[src/mbsd_pkg.sv]
// Shared types and constants for the multiplexed button scan debouncer.
// No dependencies; every other file of the block imports this package.
`default_nettype none

package mbsd_pkg;

    localparam int CHANNELS     = 16;
    localparam int POT_CHANNELS = 8;

    localparam int CHAN_W  = 4;
    localparam int LEVEL_W = 10;
    localparam int COUNT_W = 16;
    localparam int CFG_W   = 16;

    typedef enum logic
    {
        OP_TICK   = 1'b0,
        OP_SAMPLE = 1'b1
    } op_t;

    typedef enum logic
    {
        CFG_THRESHOLD = 1'b0,
        CFG_INTERVAL  = 1'b1
    } cfg_index_t;

    localparam logic [LEVEL_W-1:0] THRESHOLD_RESET = LEVEL_W'(512);
    localparam logic [COUNT_W-1:0] INTERVAL_RESET  = COUNT_W'(10);

    typedef struct packed
    {
        logic ok;
        logic pressed;
        logic just_pressed;
        logic just_released;
    } chan_res_t;

    typedef struct packed
    {
        logic               scan_due;
        logic [CHAN_W-1:0]  channel_out;
        logic               pressed;
        logic               just_pressed;
        logic               just_released;
        logic               pot_valid;
        logic [LEVEL_W-1:0] pot_value;
    } result_t;

endpackage

`default_nettype wire

[src/mbsd_cfg_regs.sv]
// Configuration registers: button threshold and scan interval.
// Depends on mbsd_pkg.
`default_nettype none

module mbsd_cfg_regs
(
    input  wire logic                        clk,
    input  wire logic                        rst_n,
    input  wire logic                        cfg_valid,
    input  wire logic                        cfg_ready,
    input  wire logic                        cfg_index,
    input  wire logic [mbsd_pkg::CFG_W-1:0]  cfg_data,
    output logic      [mbsd_pkg::LEVEL_W-1:0] threshold,
    output logic      [mbsd_pkg::COUNT_W-1:0] interval
);
    import mbsd_pkg::*;

    logic [LEVEL_W-1:0] threshold_reg;
    logic [COUNT_W-1:0] interval_reg;
    logic               wr;

    assign wr = cfg_valid && cfg_ready;

    always_ff @(posedge clk or negedge rst_n)
    begin
        if (!rst_n)
        begin
            threshold_reg <= THRESHOLD_RESET;
            interval_reg  <= INTERVAL_RESET;
        end
        else if (wr)
        begin
            case (cfg_index_t'(cfg_index))
                CFG_THRESHOLD: threshold_reg <= cfg_data[LEVEL_W-1:0];
                CFG_INTERVAL:  interval_reg  <= cfg_data[COUNT_W-1:0];
                default:       threshold_reg <= threshold_reg;
            endcase
        end
    end

    assign threshold = threshold_reg;
    assign interval  = interval_reg;

endmodule

`default_nettype wire

[src/mbsd_tick.sv]
// Tick counter that flags the end of each scan interval.
// Depends on mbsd_pkg.
`default_nettype none

module mbsd_tick
(
    input  wire logic                         clk,
    input  wire logic                         rst_n,
    input  wire logic                         tick_en,
    input  wire logic [mbsd_pkg::COUNT_W-1:0] interval,
    output logic                              due
);
    import mbsd_pkg::*;

    logic [COUNT_W-1:0] count_reg;
    logic [COUNT_W-1:0] count_next;
    logic [COUNT_W:0]   elapsed;

    assign elapsed = {1'b0, count_reg} + (COUNT_W+1)'(1);
    assign due     = elapsed >= {1'b0, interval};

    always_comb
    begin
        count_next = count_reg;
        if (tick_en)
        begin
            count_next = due ? '0 : elapsed[COUNT_W-1:0];
        end
    end

    always_ff @(posedge clk or negedge rst_n)
    begin
        if (!rst_n)
        begin
            count_reg <= '0;
        end
        else
        begin
            count_reg <= count_next;
        end
    end

endmodule

`default_nettype wire

[src/mbsd_chan_state.sv]
// Per-channel two-sample debounce state with one-shot press and release events.
// Depends on mbsd_pkg.
`default_nettype none

module mbsd_chan_state
(
    input  wire logic                        clk,
    input  wire logic                        rst_n,
    input  wire logic                        sample_en,
    input  wire logic [mbsd_pkg::CHAN_W-1:0] channel,
    input  wire logic                        raw,
    output mbsd_pkg::chan_res_t              res
);
    import mbsd_pkg::*;

    logic [CHANNELS-1:0] last_raw_reg;
    logic [CHANNELS-1:0] last_raw_next;
    logic [CHANNELS-1:0] deb_reg;
    logic [CHANNELS-1:0] deb_next;
    logic                ok;
    logic                last_raw;
    logic                deb;
    logic                agree;
    logic                deb_new;

    assign ok       = 32'(channel) < CHANNELS;
    assign last_raw = ok ? last_raw_reg[channel] : 1'b0;
    assign deb      = ok ? deb_reg[channel] : 1'b0;
    assign agree    = raw == last_raw;
    assign deb_new  = agree ? !raw : deb;

    always_comb
    begin
        last_raw_next = last_raw_reg;
        deb_next      = deb_reg;
        if (sample_en && ok)
        begin
            last_raw_next[channel] = raw;
            deb_next[channel]      = deb_new;
        end
        res.ok            = ok;
        res.pressed       = ok && deb_new;
        res.just_pressed  = ok && agree && !deb && !raw;
        res.just_released = ok && agree && deb && raw;
    end

    always_ff @(posedge clk or negedge rst_n)
    begin
        if (!rst_n)
        begin
            last_raw_reg <= '0;
            deb_reg      <= '0;
        end
        else
        begin
            last_raw_reg <= last_raw_next;
            deb_reg      <= deb_next;
        end
    end

endmodule

`default_nettype wire

[src/mux_button_scan_debouncer.sv]
// Button scan debouncer top level: input register, evaluation, result register.
// Depends on mbsd_pkg, mbsd_cfg_regs, mbsd_tick and mbsd_chan_state.
//
// Takes one request per clock while in_stall is low and returns exactly one result
// per request, in order, through one input register and one result register. A tick
// request advances the interval counter and raises scan_due when the interval has
// elapsed; a sample request compares the button level against the threshold and
// updates that channel's debounce state, a read-modify-write of two flip-flops per
// channel as the request advances, so back-to-back samples of the same channel need
// no stall. in_stall rises only while a result is held by out_stall and the input
// register is full. Configuration writes are always ready and should only be made
// while no request is in flight.
`default_nettype none

module mux_button_scan_debouncer
(
    input  wire logic                         clk,
    input  wire logic                         rst_n,
    input  wire logic                         in_valid,
    output logic                              in_stall,
    input  wire logic                         op,
    input  wire logic [mbsd_pkg::CHAN_W-1:0]  channel,
    input  wire logic [mbsd_pkg::LEVEL_W-1:0] button_level,
    input  wire logic [mbsd_pkg::LEVEL_W-1:0] pot_level,
    output logic                              out_valid,
    input  wire logic                         out_stall,
    output logic                              scan_due,
    output logic      [mbsd_pkg::CHAN_W-1:0]  channel_out,
    output logic                              pressed,
    output logic                              just_pressed,
    output logic                              just_released,
    output logic                              pot_valid,
    output logic      [mbsd_pkg::LEVEL_W-1:0] pot_value,
    input  wire logic                         cfg_valid,
    output logic                              cfg_ready,
    input  wire logic                         cfg_index,
    input  wire logic [mbsd_pkg::CFG_W-1:0]   cfg_data
);
    import mbsd_pkg::*;

    logic               s0_valid_reg;
    logic               s0_valid_next;
    op_t                s0_op_reg;
    logic [CHAN_W-1:0]  s0_chan_reg;
    logic [LEVEL_W-1:0] s0_blevel_reg;
    logic [LEVEL_W-1:0] s0_plevel_reg;
    logic               out_valid_reg;
    logic               out_valid_next;
    result_t            res_reg;
    result_t            res_next;

    logic               advance;
    logic               accept;
    logic [LEVEL_W-1:0] threshold;
    logic [COUNT_W-1:0] interval;
    logic               due;
    logic               raw;
    chan_res_t          chan_res;

    assign cfg_ready = 1'b1;

    assign advance  = s0_valid_reg && (!out_valid_reg || !out_stall);
    assign in_stall = s0_valid_reg && !advance;
    assign accept   = in_valid && !in_stall;

    mbsd_cfg_regs u_cfg
    (
        .clk       (clk),
        .rst_n     (rst_n),
        .cfg_valid (cfg_valid),
        .cfg_ready (cfg_ready),
        .cfg_index (cfg_index),
        .cfg_data  (cfg_data),
        .threshold (threshold),
        .interval  (interval)
    );

    mbsd_tick u_tick
    (
        .clk      (clk),
        .rst_n    (rst_n),
        .tick_en  (advance && (s0_op_reg == OP_TICK)),
        .interval (interval),
        .due      (due)
    );

    assign raw = s0_blevel_reg > threshold;

    mbsd_chan_state u_chan
    (
        .clk       (clk),
        .rst_n     (rst_n),
        .sample_en (advance && (s0_op_reg == OP_SAMPLE)),
        .channel   (s0_chan_reg),
        .raw       (raw),
        .res       (chan_res)
    );

    always_comb
    begin
        res_next = '0;
        case (s0_op_reg)
            OP_TICK:
            begin
                res_next.scan_due = due;
            end
            OP_SAMPLE:
            begin
                res_next.channel_out   = s0_chan_reg;
                res_next.pressed       = chan_res.pressed;
                res_next.just_pressed  = chan_res.just_pressed;
                res_next.just_released = chan_res.just_released;
                res_next.pot_valid     = chan_res.ok && (32'(s0_chan_reg) < POT_CHANNELS);
                res_next.pot_value     = res_next.pot_valid ? s0_plevel_reg : '0;
            end
            default:
            begin
                res_next = '0;
            end
        endcase
    end

    always_comb
    begin
        s0_valid_next = s0_valid_reg;
        if (accept)
        begin
            s0_valid_next = 1'b1;
        end
        else if (advance)
        begin
            s0_valid_next = 1'b0;
        end

        out_valid_next = out_valid_reg;
        if (advance)
        begin
            out_valid_next = 1'b1;
        end
        else if (!out_stall)
        begin
            out_valid_next = 1'b0;
        end
    end

    always_ff @(posedge clk or negedge rst_n)
    begin
        if (!rst_n)
        begin
            s0_valid_reg  <= 1'b0;
            out_valid_reg <= 1'b0;
        end
        else
        begin
            s0_valid_reg  <= s0_valid_next;
            out_valid_reg <= out_valid_next;
        end
    end

    always_ff @(posedge clk)
    begin
        if (accept)
        begin
            s0_op_reg     <= op_t'(op);
            s0_chan_reg   <= channel;
            s0_blevel_reg <= button_level;
            s0_plevel_reg <= pot_level;
        end
        if (advance)
        begin
            res_reg <= res_next;
        end
    end

    assign out_valid     = out_valid_reg;
    assign scan_due      = res_reg.scan_due;
    assign channel_out   = res_reg.channel_out;
    assign pressed       = res_reg.pressed;
    assign just_pressed  = res_reg.just_pressed;
    assign just_released = res_reg.just_released;
    assign pot_valid     = res_reg.pot_valid;
    assign pot_value     = res_reg.pot_value;

    a_press_state: assert property (@(posedge clk) disable iff (!rst_n)
        out_valid && just_pressed |-> pressed && !just_released)
        else $error("press event without pressed state");

    a_release_state: assert property (@(posedge clk) disable iff (!rst_n)
        out_valid && just_released |-> !pressed)
        else $error("release event with pressed state");

    a_tick_clean: assert property (@(posedge clk) disable iff (!rst_n)
        out_valid && scan_due |-> channel_out == '0 && !pot_valid && !pressed)
        else $error("tick result carries sample fields");

    a_stall_cause: assert property (@(posedge clk) disable iff (!rst_n)
        in_stall |-> out_valid && out_stall)
        else $error("input stalled without output back pressure");

    a_advance_fill: assert property (@(posedge clk) disable iff (!rst_n)
        advance |=> out_valid)
        else $error("advanced request produced no result");

endmodule

`default_nettype wire

[config.mk]
export PLATFORM = sky130hd
export DESIGN_NAME = mux_button_scan_debouncer
export DESIGN_NICKNAME = d
export VERILOG_FILES = /design/src/mbsd_pkg.sv /design/src/mbsd_cfg_regs.sv /design/src/mbsd_tick.sv /design/src/mbsd_chan_state.sv /design/src/mux_button_scan_debouncer.sv
export SDC_FILE = /design/constraint.sdc
export NUM_CORES = 1
export LEC_CHECK = 0
export BUFFER_PORTS_ARGS = -buffer_cell sky130_fd_sc_hd__buf_4
export CAP_MARGIN = 20
export CORE_MARGIN = 10
export CORE_UTILIZATION = 58
export DETAILED_ROUTE_END_ITERATION = 10
export GPL_TIMING_DRIVEN = 0
export PLACE_DENSITY = 0.81
export SYNTH_ARGS = -nofsm -noshare
export SYNTH_HDL_FRONTEND = slang
export SYNTH_SLANG_ARGS = --single-unit
export TNS_END_PERCENT = 100
[constraint.sdc]
create_clock -name clk -period 6 [get_ports clk]
set_clock_uncertainty 0.2 [all_clocks]
set_input_delay 1.8 -clock clk [delete_from_list [all_inputs] [get_ports clk]]
set_output_delay 1.8 -clock clk [all_outputs]
set_load 0.01 [all_outputs]
==> summary.md, run 1 <==
| Metric | Value |
|---|---|
| Status | complete, no violations |
| Crit. End Element | primary output |
| Cell area after layout | 0.00706 mm2 |
| WL final | 12.9 mm |
| Initial core utilization | 0.592 |
| Post-synthesis cell count | 472 |
| Part of the power in registers | 0.413 |
| Num ports | 69 |
| Number of synthesized flops with an enable pin | 44 |
| Vias per Instance | 5.62 |
| Post_cts resized | 0 |
| Clock Pin Slew Worst Setup and Hold Paths | 0.06 ns |
| DP Area | 0.00643 mm2 |
| Leakage | 3.15 nW |
| Port bufs | 67 |
| First-pass GRT wire length | 21.5 mm |
| Required @ worst endpoint | 4.00 ns |
| Core Area | 0.00973 mm2 |
| Syn. warnings | 0 |
| Layout net count | 633 |
| Synth top area cells | dfrtp_1 32%, edfxtp_1 23%, mux2_2 9.6%, ha_1 5.9%, mux4_2 3.1% |
| Mapped Area | 0.00576 mm2 |
| Worst Path Max Fanout | 3 |
| Most frequent CP cell | buf_4 |
| Via count | 3959 |
| Post-synthesis xor/xnor area fraction | 0.0213 |
| Ratio of cells with drive above 1 in the final layout | 0.302 |
| Initial antenna violation count | 0 |
| Gpl congestion | 0.896 |
| Largest family of logic cells by synthesized area | simple AND/OR/NAND/NOR gates |
| Crit path kind | input port to primary output |
| Pin count of the biggest net entering global routing | 77 |
| Crit path largest cell delay | 0.14 ns |
| Storage cell area | 0.00323 mm2 |
| Mux cell area share after synthesis | 0.127 |
| Die area | 0.0143 mm2 |
| Pwr/cell area | 373 mW/mm2 |
| Die Height | 120 um |
| WL per Instance | 18.3 um |
| First drt pass iteration count | 4 |
| Die Width | 120 um |
| HP Start | s0_valid_reg |
| Final Hold Viols | 0 |
| Fin crit period | 4.22 ns |
| # diodes | 0 |
| Final hold slack | 0.304 ns |
| Worst vdd ir | 0.249 mV |
| Drt drc | 0 |
| Critical path's top delay family | buffers and inverters |
| Hold/Removal Path Class | flop to flop |
| Critical path's slowest cell | buf_4 |
| MaxCap Viol Count | 0 |
| Library cells used by synthesis | 49 |
| Row count | 36 |
| Worst-case reg-to-reg path depth | 12 |
| Post-CTS Hold Buffers | 0 |
| Post-CTS setup buffer count | 0 |
| FF-to-FF Start | u_tick.count_reg[0] |
| CTS tree | yes |
| Combinational Power Share | 0.185 |
| Root Driver | clkbuf_8 |
| DP HPWL | 8.71 mm |
| Number of filler cells placed in the layout | 648 |
| Grt ovf | 0 |
| Synth top area share | 0.317 |
| Startpoint Class | input port |
| Number of synthesized register bits | 120 |
| Relative slew slack | 0.363 |
| H-Tree Depth | 4 |
| RR Endpoint | scan_due |
| Hold Path Sink | out_valid |
| # setup viols final | 0 |
| RSZ-0062 raised after global routing | false |
| Synth async-reset ratio | 0.633 |
| R2r setup slk | 1.82 ns |
| Synth Net Count | 546 |
| Avg Inst Size Synth | 12.2 um2 |
| Multi-input logic area | 0.00233 mm2 |
| Final Cycle Share | 0.703 |
| Ys flop type | dfrtp_1 |
| Total GRT Usage | 0.187 |
| Synth area leader | dfrtp_1 |
| Post-synthesis adder-cell area fraction | 0.0587 |
| Max-slew violation count | 0 |
| Area growth, synth to finish | 22.5% |
| Sw frac | 0.276 |
| Hold path cells | 1 |
| CP cell instances | buf_4 -> nand3_1 -> inv_1 -> buf_4 |
| Post-synthesis compound-gate area fraction | 0.0639 |
| CP arrival | 2.22 ns |
| Clock latency on the worst-skew pair | 0.53 ns |
| Antenna-violating nets left | 0 |
| DRT iter0 DRCs | 236 |
| CTS Buffer Depth | 2 |
| Crit path buffers/inverters | 3 |
| Vias in the first global route | 4362 |
| Post-synthesis sequential area ratio | 0.560 |
| Clk sinks | 120 |
| Synth Area in Simple Gates | 0.134 |
| Max Freq | 237 MHz |
| Tightest Pin Transition | 0.955 ns |
| Clock power frac | 0.402 |
| Net switching power | 0.728 mW |
| Setup_tns | 0 ns |
| CTS Buf Count | 17 |
| Int Power | 1.91 mW |
[power groups by stage]
stage	combinational (mW)	sequential (mW)	clock, mW
after global placement	0.449	1.08	0
after detailed placement	0.478	1.09	0
after CTS	0.490	1.08	1.06
final	0.487	1.09	1.06
after floorplan	0.324	1.07	0
after global routing	0.542	1.10	1.10
[Yosys cell counts, types with 9 or more instances]
| cell | number |
|---|---|
| xnor2_1 | 10 |
| mux2_2 | 49 |
| nand3_1 | 15 |
| o21ai_0 | 21 |
| nand2_1 | 48 |
| edfxtp_1 | 44 |
| dfrtp_1 | 73 |
| ha_1 | 27 |
| and2_1 | 21 |
| nor2_1 | 21 |
| clkbuf_1 | 14 |
| inv_1 | 31 |
| a21oi_1 | 9 |
[per-stage QoR]
stage | power (mW) | instances | utilization | setup WS, ns
after floorplan | 1.40 | 472 | - | 2.02
after global placement | 1.53 | 672 | 0.661 | 1.79
after detailed placement | 1.57 | 672 | 0.661 | 1.79
after CTS | 2.64 | 704 | 0.724 | 1.78
after global routing | 2.75 | 705 | 0.725 | 1.61
final | 2.63 | 705 | 0.725 | 1.78
[final cells by class]
class | instances | area share
Tap cell | 133 | 0.0236
Buffer | 19 | 0.0115
Timing Repair Buffer | 68 | 0.0734
Inverter | 31 | 0.0165
Multi-Input combinational cell | 302 | 0.331
Clock inverter | 15 | 0.0280
Sequential cell | 120 | 0.457
Clock buffer | 17 | 0.0587
[how the worst max path moves through the flow]
stage / startpoint / to / slack (ns) / cells past startpoint
after detailed placement: out_stall / in_stall / 1.79 / 4
after floorplan: out_stall / in_stall / 2.02 / 2
after global placement: out_stall / in_stall / 1.79 / 4
after CTS: out_stall / in_stall / 1.78 / 4
final: out_stall / in_stall / 1.78 / 4
after global routing: u_tick.count_reg[0] / scan_due / 1.61 / 12
[cell usage in the layout (no fill, tap or decap), types with 9 or more instances in the layout]
cell,count
and2_1,21
clkbuf_1,14
clkbuf_16,16
xnor2_1,10
mux2_2,49
nor2_1,21
ha_1,27
inv_1,31
nand2_1,48
edfxtp_1,44
nand3_1,15
buf_4,69
o21ai_0,21
a21oi_1,9
dfrtp_1,73
[cell families (layout without fill, tap and decap cells)]
logic type | after synthesis | after routing
AND/OR/NAND/NOR | 149 | 149
flip-flops | 120 | 120
multiplexers | 57 | 57
AO/OA/AOI/OAI | 54 | 54
buffers and inverters | 50 | 150
adder cells (fa/ha/maj) | 27 | 27
XOR/XNOR | 14 | 14
other | 1 | 1
[routing by layer]
layer  share of wire  global-route usage  up-vias
li1                -                   -     1848
met1            0.39               0.203     1973
met2            0.54               0.343      111
met3           0.051              0.0445       27
met4           0.018              0.0747        0
met5               0                   0        -
Note: power is estimated with default switching activity, not from simulation.
==> inputs of run 2 (changes only) <==
CORE_UTILIZATION = 53   (was 58)
PLACE_DENSITY = 0.78   (was 0.81)
clock period = 3.8 ns   (was 6 ns; I/O delays follow)
==> run 2 against run 1 <==
Against the previous run: combinational power grew 57%; non-clock buffer count shrank 2; cell count grew 0.71%; highest routed layer unchanged; critical endpoint is now u_tick.count_reg[10]; wire length shrank 4.0%; clock power grew 42%; critical path type is now flop to flop; worst hold slack lost 0.00056 ns; flip-flop and latch count is the same; core utilization shrank 7.1 points; die area grew 7.8%; setup slack lost 1.6 ns; total power grew 51%.
==> summary.md, run 2 (same netlist as run 1, synthesis figures left out) <==
| Metric | Value |
|---|---|
| # setup viols final | 0 (unchanged) |
| Max-slew violation count | 0 (unchanged) |
| Initial antenna violation count | 0 (unchanged) |
| First-pass GRT wire length | 20.4 mm (-4.8%) |
| Num ports | 69 (unchanged) |
| Final hold slack | 0.303 ns (-0.000556 ns) |
| Fin crit period | 3.60 ns |
| Layout Cells excl Fill | 710 (+0.71%) |
| Root Driver | clkbuf_8 |
| CTS Buffer Depth | 2 (unchanged) |
| Post-CTS setup buffer count | 0 (unchanged) |
| Startpoint Class | flop |
| Max Freq | 278 MHz |
| Vias in the first global route | 4166 (-4.5%) |
| Crit. End Element | flop |
| Gpl congestion | 0.864 (-3.6%) |
| WL final | 12.4 mm (-4.0%) |
| Most frequent cells in the layout | 73 x dfrtp_1, 69 x buf_4, 49 x mux2_2, 48 x nand2_1, 44 x edfxtp_1 |
| Worst Path Max Fanout | 9 (+6) |
| Die area | 0.0154 mm2 (+7.8%) |
| Most common cell after layout, fill and taps aside | dfrtp_1 |
| Clock latency on the worst-skew pair | 0.52 ns (about the same) |
| Final Hold Viols | 0 (unchanged) |
| Dpl cells | 679 (+1.0%) |
| Total Power | 3.99 mW (+51%) |
| First drt pass iteration count | 5 (+1) |
| Core Area | 0.0107 mm2 (+10%) |
| Setup_tns | 0 ns (unchanged) |
| Pwr/cell area | 568 mW/mm2 (+52%) |
| Required @ worst endpoint | 4.03 ns (+0.03 ns) |
| CP arrival | 3.83 ns (+1.61 ns) |
| Tightest Pin Transition | 0.982 ns (+0.0266 ns) |
| DRT iter0 DRCs | 254 (+7.6%) |
| Area growth, synth to finish | 22.0% |
| Final Cycle Share | 0.948 |
| Clock Pin Slew Worst Setup and Hold Paths | 0.06 ns (about the same) |
| Die Height | 124 um (+3.8%) |
| Vias per Instance | 5.44 (-3.1%) |
| Total GRT Usage | 0.163 (-0.0244) |
| Initial core utilization | 0.536 (-0.0560) |
| Antenna-violating nets left | 0 (unchanged) |
| CTS Buf Count | 17 (unchanged) |
| Grt ovf | 0 (unchanged) |
| DP HPWL | 8.73 mm (+0.21%) |
| CTS tree | yes |
| H-Tree Depth | 4 (unchanged) |
| WL per Instance | 17.5 um (-4.7%) |
| Status | complete, no violations |
| Leakage | 3.13 nW (-0.73%) |
| Clk sinks | 120 (unchanged) |
| Relative slew slack | 0.345 (-0.0177) |
| Hold/Removal Path Class | flop to flop |
| MaxCap Viol Count | 0 (unchanged) |
| Drt drc | 0 (unchanged) |
| Pin count of the biggest net entering global routing | 77 (unchanged) |
| # diodes | 0 (unchanged) |
| Ratio of cells with drive above 1 in the final layout | 0.307 (+0.00457) |
| Layout net count | 631 (-0.32%) |
| Port bufs | 67 (unchanged) |
| Via count | 3862 (-2.5%) |
| Crit path kind | flop to flop |
| Worst vdd ir | 0.486 mV (+95%) |
| Die Width | 124 um (+3.8%) |
| Row count | 38 (+5.6%) |
[run 2: cell types whose count changed in the layout (fill, tap and decap cells not counted), sizes merged]
cell / previous run / this run
inv: 35 / 32
clkinv: 3 / 6
clkbuf: 31 / 33
buf: 73 / 72
bufinv: 4 / 2
clkinvlp: 4 / 3
[run 2: layout make-up]
| cell class | instances | area [um2] |
|---|---|---|
| sequential | 120 | 3230 |
| timing repair buffer | 68 | 518 |
| fill | 808 | 3720 |
| tap | 140 | 175 |
| inverter | 31 | 116 |
| buffer | 17 | 73.8 |
| clock buffer | 20 | 435 |
| multi-input combinational | 302 | 2350 |
| clock inverter | 12 | 126 |
[run 2: layer usage]
| metal | routed length (um) | GRT usage | vias to the layer above | share of wire |
|---|---|---|---|---|
| met5 | 0 | 0 | - | 0 |
| met4 | 199 | 0.0589 | 0 | 0.016 |
| met3 | 496 | 0.0485 | 17 | 0.040 |
| met2 | 6710 | 0.289 | 93 | 0.54 |
| met1 | 5010 | 0.179 | 1903 | 0.40 |
| li1 | - | - | 1849 | - |
[run 2: path summary, 6_finish.rpt]
check                           slack (ns)           startpoint                   end  cells after the start
worst min-delay path                  0.30   u_chan.deb_reg[10]    u_chan.deb_reg[10]                      1
worst max-delay path                  0.20  u_tick.count_reg[8]  u_tick.count_reg[10]                     13
max in group asynchronous             2.19                rst_n    u_cfg.interval[11]                      1
worst min register to register        0.30   u_chan.deb_reg[10]    u_chan.deb_reg[10]                      1
min in group asynchronous             0.57                rst_n    u_cfg.threshold[2]                      1
worst max register to register        0.20  u_tick.count_reg[8]  u_tick.count_reg[10]                     13
[run 2: critical path, cell delays in order, from the launching register on]
cell	delay, ns
dfrtp_1	0.32
buf_2	0.17
and3_1	0.22
and3_1	0.22
nand3_1	0.15
or3_1	0.36
xnor2_1	0.22
ha_1	0.33
nand3_1	0.11
nor2_1	0.08
a41oi_1	0.32
o311ai_4	0.25
or2_4	0.35
o21ai_0	0.20
[run 2: repair_timing]
item	in CTS	in global routing
setup endpoints to repair	10	15
cloned	0	0
hold buffers	0	0
gates resized for setup	2	3
[run 2: metrics by stage]
step                      utilization  worst slack, ns  cell area [um2]
after global routing            0.654         -0.00132             7020
after CTS                       0.652           0.0479             7010
after floorplan                     -            0.472             5760
final                           0.654            0.198             7020
after detailed placement        0.599           -0.166             6440
after global placement          0.599           -0.127             6440
[run 2: where the power goes]
part / internal (mW) / switching [mW] / leakage (nW) / total [mW]
Clock: 0.945 / 0.568 / 0.266 / 1.51
Sequential: 1.57 / 0.131 / 1.38 / 1.71
Combinational: 0.379 / 0.388 / 1.48 / 0.767
